## src/hw/rtl/scma_pkg.sv

```systemverilog
`default_nettype none
package scma_pkg;

    localparam int unsigned NUM_CLASSES  = 11;
    localparam int unsigned SLAB_BYTES   = 2 * 1024 * 1024;
    localparam int unsigned MAG_DEPTH    = 32;
    localparam int unsigned MAX_SLABS    = 8;
    localparam int unsigned HEADER_BYTES = 8;
    localparam int unsigned MIN_USER     = 64;

    localparam int unsigned ADDR_W  = 24;
    localparam int unsigned SIZE_W  = 24;
    localparam int unsigned STAT_W  = 32;
    localparam int unsigned BYTES_W = 25;
    localparam int unsigned LIMIT_W = 4;
    localparam int unsigned LIMIT_RESET = 8;

    localparam int unsigned PER_SLAB   = SLAB_BYTES / (HEADER_BYTES + MIN_USER);
    localparam int unsigned LINK_DEPTH = MAX_SLABS * PER_SLAB;
    localparam int unsigned NODE_W     = $clog2(LINK_DEPTH + 1);
    localparam int unsigned IDX_W      = $clog2(LINK_DEPTH);
    localparam int unsigned SLAB_AW    = $clog2(SLAB_BYTES);
    localparam int unsigned K_W        = $clog2(MAX_SLABS);
    localparam int unsigned SU_W       = $clog2(MAX_SLABS + 1);
    localparam int unsigned CNT_W      = $clog2(PER_SLAB + 1);
    localparam int unsigned CLS_W      = $clog2(NUM_CLASSES + 1);
    localparam int unsigned FILL_W     = $clog2(MAG_DEPTH + 1);
    localparam int unsigned HDR_SH     = $clog2(HEADER_BYTES);
    localparam int unsigned MIN_SH     = $clog2(MIN_USER);
    localparam int unsigned DIV_W      = SLAB_AW - HDR_SH;
    localparam int unsigned MAX_USER   = MIN_USER << (NUM_CLASSES - 1);
    localparam int unsigned D_MAX      = (HEADER_BYTES + MAX_USER) / HEADER_BYTES;
    localparam int unsigned D_W        = $clog2(D_MAX + 1);

    localparam logic [CNT_W-1:0] BLOCKS_PER_SLAB [NUM_CLASSES] = '{
        CNT_W'(SLAB_BYTES / (HEADER_BYTES + (MIN_USER << 0))),
        CNT_W'(SLAB_BYTES / (HEADER_BYTES + (MIN_USER << 1))),
        CNT_W'(SLAB_BYTES / (HEADER_BYTES + (MIN_USER << 2))),
        CNT_W'(SLAB_BYTES / (HEADER_BYTES + (MIN_USER << 3))),
        CNT_W'(SLAB_BYTES / (HEADER_BYTES + (MIN_USER << 4))),
        CNT_W'(SLAB_BYTES / (HEADER_BYTES + (MIN_USER << 5))),
        CNT_W'(SLAB_BYTES / (HEADER_BYTES + (MIN_USER << 6))),
        CNT_W'(SLAB_BYTES / (HEADER_BYTES + (MIN_USER << 7))),
        CNT_W'(SLAB_BYTES / (HEADER_BYTES + (MIN_USER << 8))),
        CNT_W'(SLAB_BYTES / (HEADER_BYTES + (MIN_USER << 9))),
        CNT_W'(SLAB_BYTES / (HEADER_BYTES + (MIN_USER << 10)))
    };

    typedef enum logic [2:0] {
        ST_OK   = 3'd0,
        ST_ZERO = 3'd1,
        ST_BIG  = 3'd2,
        ST_OOM  = 3'd3,
        ST_BAD  = 3'd4
    } t_status;

    typedef enum logic [4:0] {
        OP_NONE,
        OP_LOAD,
        OP_CLASS,
        OP_STATUS,
        OP_PROBE,
        OP_HEAD_RD,
        OP_POP,
        OP_ADDR1,
        OP_ADDR2,
        OP_REFILL_CHK,
        OP_REFILL_MV,
        OP_CARVE_INIT,
        OP_CARVE_STEP,
        OP_TRY,
        OP_FREE_CHK,
        OP_DIV_STEP,
        OP_FREE_OK,
        OP_FLUSH_CHK,
        OP_FLUSH_MV,
        OP_FLUSH_END,
        OP_EMIT
    } t_op;

    typedef struct packed {
        t_op     op;
        t_status status;
    } t_cmd;

    typedef struct packed {
        logic req_free;
        logic size_zero;
        logic size_big;
        logic mag_nz;
        logic refill_go;
        logic carve_ok;
        logic carve_last;
        logic try_done;
        logic faddr_ok;
        logic div_last;
        logic free_ok;
        logic mag_room;
        logic flush_go;
        logic out_room;
    } t_sts;

    function automatic logic [NODE_W-1:0] slab_base(input logic [K_W-1:0] k);
        return NODE_W'(k) * NODE_W'(PER_SLAB);
    endfunction

endpackage
`default_nettype wire

```

## src/hw/rtl/scma_ctrl.sv

```systemverilog
`default_nettype none
module scma_ctrl import scma_pkg::*; (
    input  wire logic i_clk,
    input  wire logic i_rst_n,
    input  wire logic i_req_valid,
    input  wire t_sts i_sts,
    output logic      o_req_ready,
    output t_cmd      o_cmd
);
    typedef enum logic [18:0] {
        S_IDLE   = 19'b0000000000000000001,
        S_DECODE = 19'b0000000000000000010,
        S_PROBE  = 19'b0000000000000000100,
        S_POP    = 19'b0000000000000001000,
        S_ADDR1  = 19'b0000000000000010000,
        S_ADDR2  = 19'b0000000000000100000,
        S_RCHK   = 19'b0000000000001000000,
        S_RMOV   = 19'b0000000000010000000,
        S_REND   = 19'b0000000000100000000,
        S_CINIT  = 19'b0000000001000000000,
        S_CSTEP  = 19'b0000000010000000000,
        S_CEND   = 19'b0000000100000000000,
        S_FCHK   = 19'b0000001000000000000,
        S_FDIV   = 19'b0000010000000000000,
        S_FVAL   = 19'b0000100000000000000,
        S_FLCHK  = 19'b0001000000000000000,
        S_FLMOV  = 19'b0010000000000000000,
        S_FLEND  = 19'b0100000000000000000,
        S_EMIT   = 19'b1000000000000000000
    } t_state;

    t_state r_state;
    t_state n_state;

    always_comb begin
        n_state      = r_state;
        o_cmd.op     = OP_NONE;
        o_cmd.status = ST_OK;
        case (r_state)
            S_IDLE: begin
                if (i_req_valid) begin
                    o_cmd.op = OP_LOAD;
                    n_state  = S_DECODE;
                end
            end
            S_DECODE: begin
                if (i_sts.req_free) begin
                    n_state = S_FCHK;
                end else if (i_sts.size_zero) begin
                    o_cmd.op     = OP_STATUS;
                    o_cmd.status = ST_ZERO;
                    n_state      = S_EMIT;
                end else if (i_sts.size_big) begin
                    o_cmd.op     = OP_STATUS;
                    o_cmd.status = ST_BIG;
                    n_state      = S_EMIT;
                end else begin
                    o_cmd.op = OP_CLASS;
                    n_state  = S_PROBE;
                end
            end
            S_PROBE: begin
                o_cmd.op = OP_PROBE;
                n_state  = i_sts.mag_nz ? S_POP : S_RCHK;
            end
            S_POP: begin
                o_cmd.op = OP_POP;
                n_state  = S_ADDR1;
            end
            S_ADDR1: begin
                o_cmd.op = OP_ADDR1;
                n_state  = S_ADDR2;
            end
            S_ADDR2: begin
                o_cmd.op = OP_ADDR2;
                n_state  = S_EMIT;
            end
            S_RCHK: begin
                o_cmd.op = OP_REFILL_CHK;
                n_state  = i_sts.refill_go ? S_RMOV : S_REND;
            end
            S_RMOV: begin
                o_cmd.op = OP_REFILL_MV;
                n_state  = S_RCHK;
            end
            S_REND: begin
                if (i_sts.mag_nz) begin
                    o_cmd.op = OP_HEAD_RD;
                    n_state  = S_POP;
                end else if (i_sts.carve_ok) begin
                    n_state = S_CINIT;
                end else begin
                    o_cmd.op     = OP_STATUS;
                    o_cmd.status = ST_OOM;
                    n_state      = S_EMIT;
                end
            end
            S_CINIT: begin
                o_cmd.op = OP_CARVE_INIT;
                n_state  = S_CSTEP;
            end
            S_CSTEP: begin
                o_cmd.op = OP_CARVE_STEP;
                if (i_sts.carve_last) begin
                    n_state = S_CEND;
                end
            end
            S_CEND: begin
                if (i_sts.try_done) begin
                    o_cmd.op     = OP_STATUS;
                    o_cmd.status = ST_OOM;
                    n_state      = S_EMIT;
                end else begin
                    o_cmd.op = OP_TRY;
                    n_state  = S_PROBE;
                end
            end
            S_FCHK: begin
                if (i_sts.faddr_ok) begin
                    o_cmd.op = OP_FREE_CHK;
                    n_state  = S_FDIV;
                end else begin
                    o_cmd.op     = OP_STATUS;
                    o_cmd.status = ST_BAD;
                    n_state      = S_EMIT;
                end
            end
            S_FDIV: begin
                o_cmd.op = OP_DIV_STEP;
                if (i_sts.div_last) begin
                    n_state = S_FVAL;
                end
            end
            S_FVAL: begin
                if (i_sts.free_ok) begin
                    o_cmd.op = OP_FREE_OK;
                    n_state  = i_sts.mag_room ? S_EMIT : S_FLCHK;
                end else begin
                    o_cmd.op     = OP_STATUS;
                    o_cmd.status = ST_BAD;
                    n_state      = S_EMIT;
                end
            end
            S_FLCHK: begin
                o_cmd.op = OP_FLUSH_CHK;
                n_state  = i_sts.flush_go ? S_FLMOV : S_FLEND;
            end
            S_FLMOV: begin
                o_cmd.op = OP_FLUSH_MV;
                n_state  = S_FLCHK;
            end
            S_FLEND: begin
                o_cmd.op = OP_FLUSH_END;
                n_state  = S_EMIT;
            end
            S_EMIT: begin
                if (i_sts.out_room) begin
                    o_cmd.op = OP_EMIT;
                    n_state  = S_IDLE;
                end
            end
            default: begin
                n_state = S_IDLE;
            end
        endcase
    end

    always_ff @(posedge i_clk) begin
        if (!i_rst_n) begin
            r_state <= S_IDLE;
        end else begin
            r_state <= n_state;
        end
    end

    assign o_req_ready = r_state == S_IDLE;
endmodule
`default_nettype wire

```

## config.mk

```make
export PLATFORM = sky130hd
export DESIGN_NAME = scma_ctrl
export DESIGN_NICKNAME = d
export VERILOG_FILES = /design/src/hw/rtl/scma_pkg.sv /design/src/hw/rtl/scma_ctrl.sv
export SDC_FILE = /design/constraint.sdc
export NUM_CORES = 1
export LEC_CHECK = 0
export BUFFER_PORTS_ARGS = -buffer_cell sky130_fd_sc_hd__buf_2
export CORE_UTILIZATION = 55
export DETAILED_ROUTE_END_ITERATION = 7
export PLACE_DENSITY = 0.79
export SLEW_MARGIN = 20
export SYNTH_ARGS = -nofsm -noshare
export SYNTH_HDL_FRONTEND = slang
export SYNTH_SLANG_ARGS = --single-unit
```

## constraint.sdc

```tcl
create_clock -name i_clk -period 3.1 [get_ports i_clk]
set_clock_uncertainty 0.05 [all_clocks]
set_input_delay 0.775 -clock i_clk [delete_from_list [all_inputs] [get_ports i_clk]]
set_output_delay 0.775 -clock i_clk [all_outputs]
set_load 0.01 [all_outputs]
```

# ---- Word level (Yosys, flattened, before mapping)
# Cells that the tools add are included.
dict set report op_classes {
  n_mux 34
  reduce_logical 2
  n_eq_ne 23
}
# cell count
set op_table {}
lappend op_table {{$pmux W19 S18} 1}
lappend op_table {{$mux W19} 13}
lappend op_table {{$pmux W5 S19} 1}
lappend op_table {{$mux W5} 4}
lappend op_table {{$eq A19 B1 Y1 const B} 1}
lappend op_table {{$eq A19 B10 Y1 const B} 1}
lappend op_table {{$eq A19 B11 Y1 const B} 1}
lappend op_table {{$eq A19 B12 Y1 const B} 1}
lappend op_table {{$eq A19 B13 Y1 const B} 1}
lappend op_table {{$eq A19 B14 Y1 const B} 1}
lappend op_table {{$eq A19 B15 Y1 const B} 1}
lappend op_table {{$eq A19 B16 Y1 const B} 1}
lappend op_table {{$eq A19 B17 Y1 const B} 1}
lappend op_table {{$eq A19 B18 Y1 const B} 1}
lappend op_table {{$eq A19 B19 Y1 const B} 1}
lappend op_table {{$eq A19 B2 Y1 const B} 1}
lappend op_table {{$eq A19 B3 Y1 const B} 1}
lappend op_table {{$eq A19 B4 Y1 const B} 1}
lappend op_table {{$eq A19 B5 Y1 const B} 1}
lappend op_table {{$eq A19 B6 Y1 const B} 1}
lappend op_table {{$eq A19 B7 Y1 const B} 1}
lappend op_table {{$eq A19 B8 Y1 const B} 1}
lappend op_table {{$eq A19 B9 Y1 const B} 1}
lappend op_table {{$mux W18} 1}
lappend op_table {{other kinds (10)} 20}
dict set report word_totals {
  out_inout_bits 9
  word_cells 60
  ff_bits 19
}

# ---- Depth between registers and ports, before layout
# Gate-level depths: netlist of run 1.
dict set report logic_depth {
  word_depth 4
  depth_mapped 7
  depth_no_buf 5
}

# ---- Worst setup path before layout of run 1
# Ideal clock, no wire load.
dict set report synth_path {
  path_kind {flip-flop to output port}
  startpoint {register r_state[14]}
  endpoint {output port o_cmd[4] in the netlist's numbering}
  required_time_ns 2.275
  arrival_ns 1.849
  n_path_buf 1
  setup_slack_ns 0.426
  stages_incl_launch_ff 7
  path_cell_list {dfxtp_1 -> buf_6 -> nor4_4 -> nand4_4 -> or4_4 -> and3_1 -> nand4_1}
}
# item line
set synth_rtl {}
lappend synth_rtl {{from (decl)} scma_ctrl.sv:32} ;# t_state r_state;
lappend synth_rtl {{from (signal assigned)} scma_ctrl.sv:172} ;# r_state <= n_state;
lappend synth_rtl {{to (decl)} scma_ctrl.sv:8} ;# output t_cmd o_cmd

==> qor.csv, run 1 <==
metric,value,unit
max reg flops,19,
post-synthesis async set-or-reset flop share,0,
initial antenna violation count,0,
Worst-Skew Late Latency,0.30,ns
layout cell share with drive strength beyond 1,0.365,
drc violations,0,
CTS max path bufs,2,
crit path capture type,primary output,
first-pass GRT wire length,6420,µm
H-Tree Depth,1,
HPWL after DPL,3140,µm
"Min Clock Period, post-route",3.03,ns
area of the multi-input gates,0.00103,mm²
prevailing post-synth register cell,dfxtp_1,
final WL,4280,µm
Routed Antenna Nets,0,
worst setup margin,0.0701,ns
Least-Margin Pin Slew,0.522,ns
overall routing resource usage,0.323,
fin cells,241,
DRT Pass-1 Iters,5,
most frequent cells in the layout,"nor2_1 (25), buf_2 (25), buf_4 (15)",
Synthesized Nets,188,
"Seq/Total Area, Yosys",0.266,
PD cells,336,mW/mm²
Critical Path Start Type,register,
CTS tree,done,
Slew Limit Fails,0,
clock slew at reported path FFs,0.11,ns
CTS Buf Count,3,
core area,0.00245,mm²
Synth area leaders,"dfxtp_1 (27%), nor2_1 (6.8%), nor4_4 (6.0%), nand4_1 (3.1%), nand4_4 (3.0%)",
Syn Inst Count,171,
Netlist Area Pre-Place,0.00143,mm²
biggest area consumer among synthesized cells,dfxtp_1,
crit share post-route,0.977,
top-area cell type share of the netlist area,0.266,
FF+latch area,394,µm²
Final #Nets,229,
crit-path cells,"nor4_4, buf_4, and4b_2, a2bb2o_1, a211oi_2, nand4_1, buf_2",
CP Buf/Inv Count,2,
FF-to-FF End,r_state[0],
Starting Density,0.582,
Vias,1574,
worst r2r src,r_state[11],
Reg with most FFs,r_state,
num rows,18,
Crit path max-delay family,compound AO/OA/AOI/OAI gates,
Unique masters post-synth,55,
outcome,"finished, final reports clean",
Syn. warnings,0,
die area,0.00280,mm²
Area Growth Syn to Fin,22.6,%
CP Data Arrival Time,2.20,ns
Fin Hold WS,0.578,ns
I/O Pins,26,
"Slowest-stage cell, CP",dfxtp_1,
hold buffers post-CTS,0,
Via density,6.53,
cell count of the worst reg-to-reg path,7,
dpl ws,0.206,ns
placed cell count,228,
Hold Path Origin,i_sts[1],
port bufs,25,
Hold Crit Class,in -> reg,
number of global-route vias before repair,1347,
CP peak stage delay,0.55,ns
fill cell count,206,
CP max FO,8,
Worst R2R Setup Slack,0.86,ns
syn_area_per_cell,8.35,µm²
largest net degree at the start of global routing,11,
Hold Path End,r_state[17],
clock sink count,19,
Largest regs,r_state x19,
die height,52.9,µm
Post-synth EDFFs,0,
Crit path depth,7,
Fin. Hold Viols,0,
Setup CP Type,reg -> out,
Max Cap Viol,0,
DRT iter0 DRCs,94,
Die Width,52.9,µm
worst vdd ir,0.250,mV
gpl congestion,0.977,
fmax,330,MHz
Slew HR,0.651,
Power Total,0.589,mW
total gr overflow,0,
WHS Path Cells,2,
ANT cells,0,
WL/cell,17.8,µm
final design utilization,0.713,
"Setup violations, final",0,
CTS root buffer,clkbuf_4,
P_leak,0.714,nW
#FFs+latches synth,19,
Worst EP required,2.27,ns
layer usage:
| layer | wire [µm] | part of all wire | GRT usage |
|---|---|---|---|
| met1 | 1750 | 0.41 | 0.442 |
| met2 | 2080 | 0.49 | 0.525 |
| met3 | 375 | 0.088 | 0.0431 |
| met4 | 69 | 0.016 | 0.0833 |
| met5 | 0 | 0 | 0 |
where the power goes:
group / leakage (nW) / internal [mW] / switching, mW / total, mW
combinational: 0.542 / 0.0790 / 0.104 / 0.183
sequential: 0.157 / 0.252 / 0.0198 / 0.271
clock: 0.0150 / 0.0501 / 0.0845 / 0.135
cell families after synthesis:
kind of cell,count (synthesis),synth area share
buffers and inverters,10,0.0403
AND/OR/NAND/NOR,109,0.510
XOR/XNOR,3,0.0184
AO/OA/AOI/OAI,30,0.165
flip-flops,19,0.266
through the flow:
step,cell area [µm²],TNS (ns)
2_1_floorplan,1430,0
3_3_place_gp,1600,0
3_5_place_dp,1600,0
4_1_cts,1680,0
5_1_grt,1750,-0.00589
6_report,1750,0
synthesized netlist by cell type (3+ instances only):
library cell,instances
nor2_1,26
a21oi_1,3
nor2b_1,4
a211oi_1,3
inv_1,6
nand3_1,8
nand2_1,11
dfxtp_1,19
nand4_1,7
nor3_1,8
xor2_1,3
o21ai_0,4
nand2b_1,6
nor4_1,4
nor4_4,4
and3_1,4
worst max path at each step:
stage,startpoint,end
CTS,r_state[0],o_cmd[3]
global placement,r_state[8],o_cmd[3]
finish,r_state[11],o_cmd[4]
global route,r_state[1],o_cmd[1]
floorplan,r_state[14],o_cmd[4]
detailed placement,r_state[6],o_cmd[5]
area by class of cell:
class                           instances  area share
Tap cell                               30      0.0214
Inverter                                6      0.0129
Timing Repair Buffer                   40       0.136
Sequential cell                        19       0.225
Multi-Input combinational cell        142       0.590
Clock buffer                            4      0.0150
repair_timing:
action	4_1_cts	5_1_grt
cloned	0	0
gates resized for setup	6	12
setup endpoints to repair	7	6
setup buffers	5	4
pin swaps	4	7
(Power assumes the default switching activity.)
==> run 2: changes to the inputs <==
Settings changed: RECOVER_POWER set to 100.
==> run 2 against run 1 <==
Compared with the run above:
- non-clock buffer count is the same
- sequential power about the same
- clock power hardly changed
- sequential cell count is the same
- critical endpoint unchanged
- critical path type unchanged
==> qor.csv, run 2 (synthesized netlist as in run 1, its figures left out) <==
metric,value,unit,change
outcome,"finished, final reports clean",,
total gr overflow,0,,unchanged
share of power burned in registers,0.462,,about the same
Max Cap Viol,0,,unchanged
DRT iter0 DRCs,94,,unchanged
number of global-route vias before repair,1347,,unchanged
Reg with most FFs,r_state,,
worst vdd ir,0.250,mV,about the same
Worst-Skew Late Latency,0.30,ns,about the same
Slew Limit Fails,0,,unchanged
Logic pwr share,0.310,,about the same
crit path capture type,primary output,,
Setup CP Type,reg -> out,,
Critical Path Start,r_state[11],,
core area,0.00245,mm²,unchanged
HPWL after DPL,3140,µm,unchanged
CP Capture Point,o_cmd[4],,
most frequent cells in the layout,"nor2_1 (25), buf_2 (25), buf_4 (15)",,
clock power share,0.229,,about the same
Largest regs,r_state x19,,
CTS root buffer,clkbuf_4,,
Fin Hold WS,0.578,ns,unchanged
Die Width,52.9,µm,unchanged
worst r2r src,r_state[11],,
Least-Margin Pin Slew,0.522,ns,unchanged
max reg flops,19,,unchanged
fin cells,241,,unchanged
Crit path max-delay family,compound AO/OA/AOI/OAI gates,,
overall routing resource usage,0.323,,unchanged
Worst R2R Setup Slack,0.86,ns,about the same
cell count of the worst reg-to-reg path,7,,unchanged
CP Buf/Inv Count,2,,unchanged
final WL,4280,µm,unchanged
Routed Antenna Nets,0,,unchanged
WL/cell,17.8,µm,unchanged
initial antenna violation count,0,,unchanged
die area,0.00280,mm²,unchanged
placed cell count,228,,unchanged
Worst EP required,2.27,ns,about the same
"Setup violations, final",0,,unchanged
Hold Path Origin,i_sts[1],,
Fin Setup TNS,0,ns,unchanged
"Min Clock Period, post-route",3.03,ns,unchanged
CTS Buf Count,3,,unchanged
CTS max path bufs,2,,unchanged
sw frac,0.354,,+0.000468
"Slowest-stage cell, CP",dfxtp_1,,
Slew HR,0.651,,unchanged
DRT Pass-1 Iters,5,,unchanged
ANT cells,0,,unchanged
largest net degree at the start of global routing,11,,unchanged
P_leak,0.714,nW,about the same
fmax,330,MHz,unchanged
internal power,0.380,mW,-0.20%
Critical Path Start Type,register,,
I/O Pins,26,,unchanged
die height,52.9,µm,unchanged
design area,0.00175,mm²,about the same
Power Total,0.588,mW,-0.13%
num rows,18,,unchanged
PD cells,336,mW/mm²,about the same
drc violations,0,,unchanged
CP max FO,8,,unchanged
Final #Nets,229,,unchanged
CP Data Arrival Time,2.20,ns,about the same
area post-placement,0.00160,mm²,unchanged
Vias,1574,,unchanged
Fin. Hold Viols,0,,unchanged
Hold Crit Class,in -> reg,,
gpl congestion,0.977,,unchanged
crit-path cells,"nor4_4, buf_4, and4b_2, a2bb2o_1, a211oi_2, nand4_1, buf_2",,
Via density,6.53,,unchanged
clock slew at reported path FFs,0.11,ns,about the same
Area Growth Syn to Fin,22.5,%,about the same
Starting Density,0.582,,unchanged
layout cell share with drive strength beyond 1,0.360,,-0.00474
Crit path depth,7,,unchanged
port bufs,25,,unchanged
sw power,0.208,mW,about the same
FF-to-FF End,r_state[0],,
clock sink count,19,,unchanged
CP peak stage delay,0.55,ns,about the same
H-Tree Depth,1,,unchanged
crit share post-route,0.977,,unchanged
CTS tree,done,,
first-pass GRT wire length,6420,µm,unchanged
[run 2: cell counts in the layout (fill, tap and decap cells not counted)]
Identical to the previous run, type by type.
[run 2: layout make-up]
type,instances,area [µm²]
fill,206,706
tap,30,37.5
multi-input combinational,142,1030
sequential,19,394
inverter,6,22.5
clock buffer,4,26.3
timing repair buffer,40,238
[run 2: routing by layer]
metal  global-route usage  vias up  wire length, µm
met3               0.0431        9              375
li1                     -      730                -
met5                    0        -                0
met2                0.525       82             2080
met4               0.0833        0               69
met1                0.442      753             1750
[run 2: how the worst min path moves through the flow]
stage               cells past startpoint          end
floorplan                               2  r_state[15]
global placement                        2   r_state[1]
detailed placement                      3   r_state[4]
CTS                                     2  r_state[17]
global route                            2  r_state[17]
finish                                  2  r_state[17]
[run 2: what timing repair did]
action                                  4_1_cts  5_1_grt
pin swaps                                     4        7
endpoints found under the hold margin         0        0
hold buffers                                  0        0
endpoints found under the setup margin        7        6
setup buffers                                 5        4
resized for setup                             6       12
[run 2: through the flow]
| stage | util | setup WS (ns) |
|---|---|---|
| floorplan | - | 0.426 |
| global placement | 0.652 | 0.274 |
| detailed placement | 0.652 | 0.206 |
| CTS | 0.685 | 0.0101 |
| global route | 0.713 | -0.00589 |
| finish | 0.713 | 0.0701 |
[run 2: power groups by stage]
| stage | clock network, mW | registers [mW] | logic (mW) |
|---|---|---|---|
| floorplan | 0 | 0.266 | 0.123 |
| global route | 0.143 | 0.273 | 0.194 |
| detailed placement | 0 | 0.276 | 0.170 |
| global placement | 0 | 0.275 | 0.167 |
| CTS | 0.132 | 0.272 | 0.177 |
| finish | 0.135 | 0.271 | 0.182 |
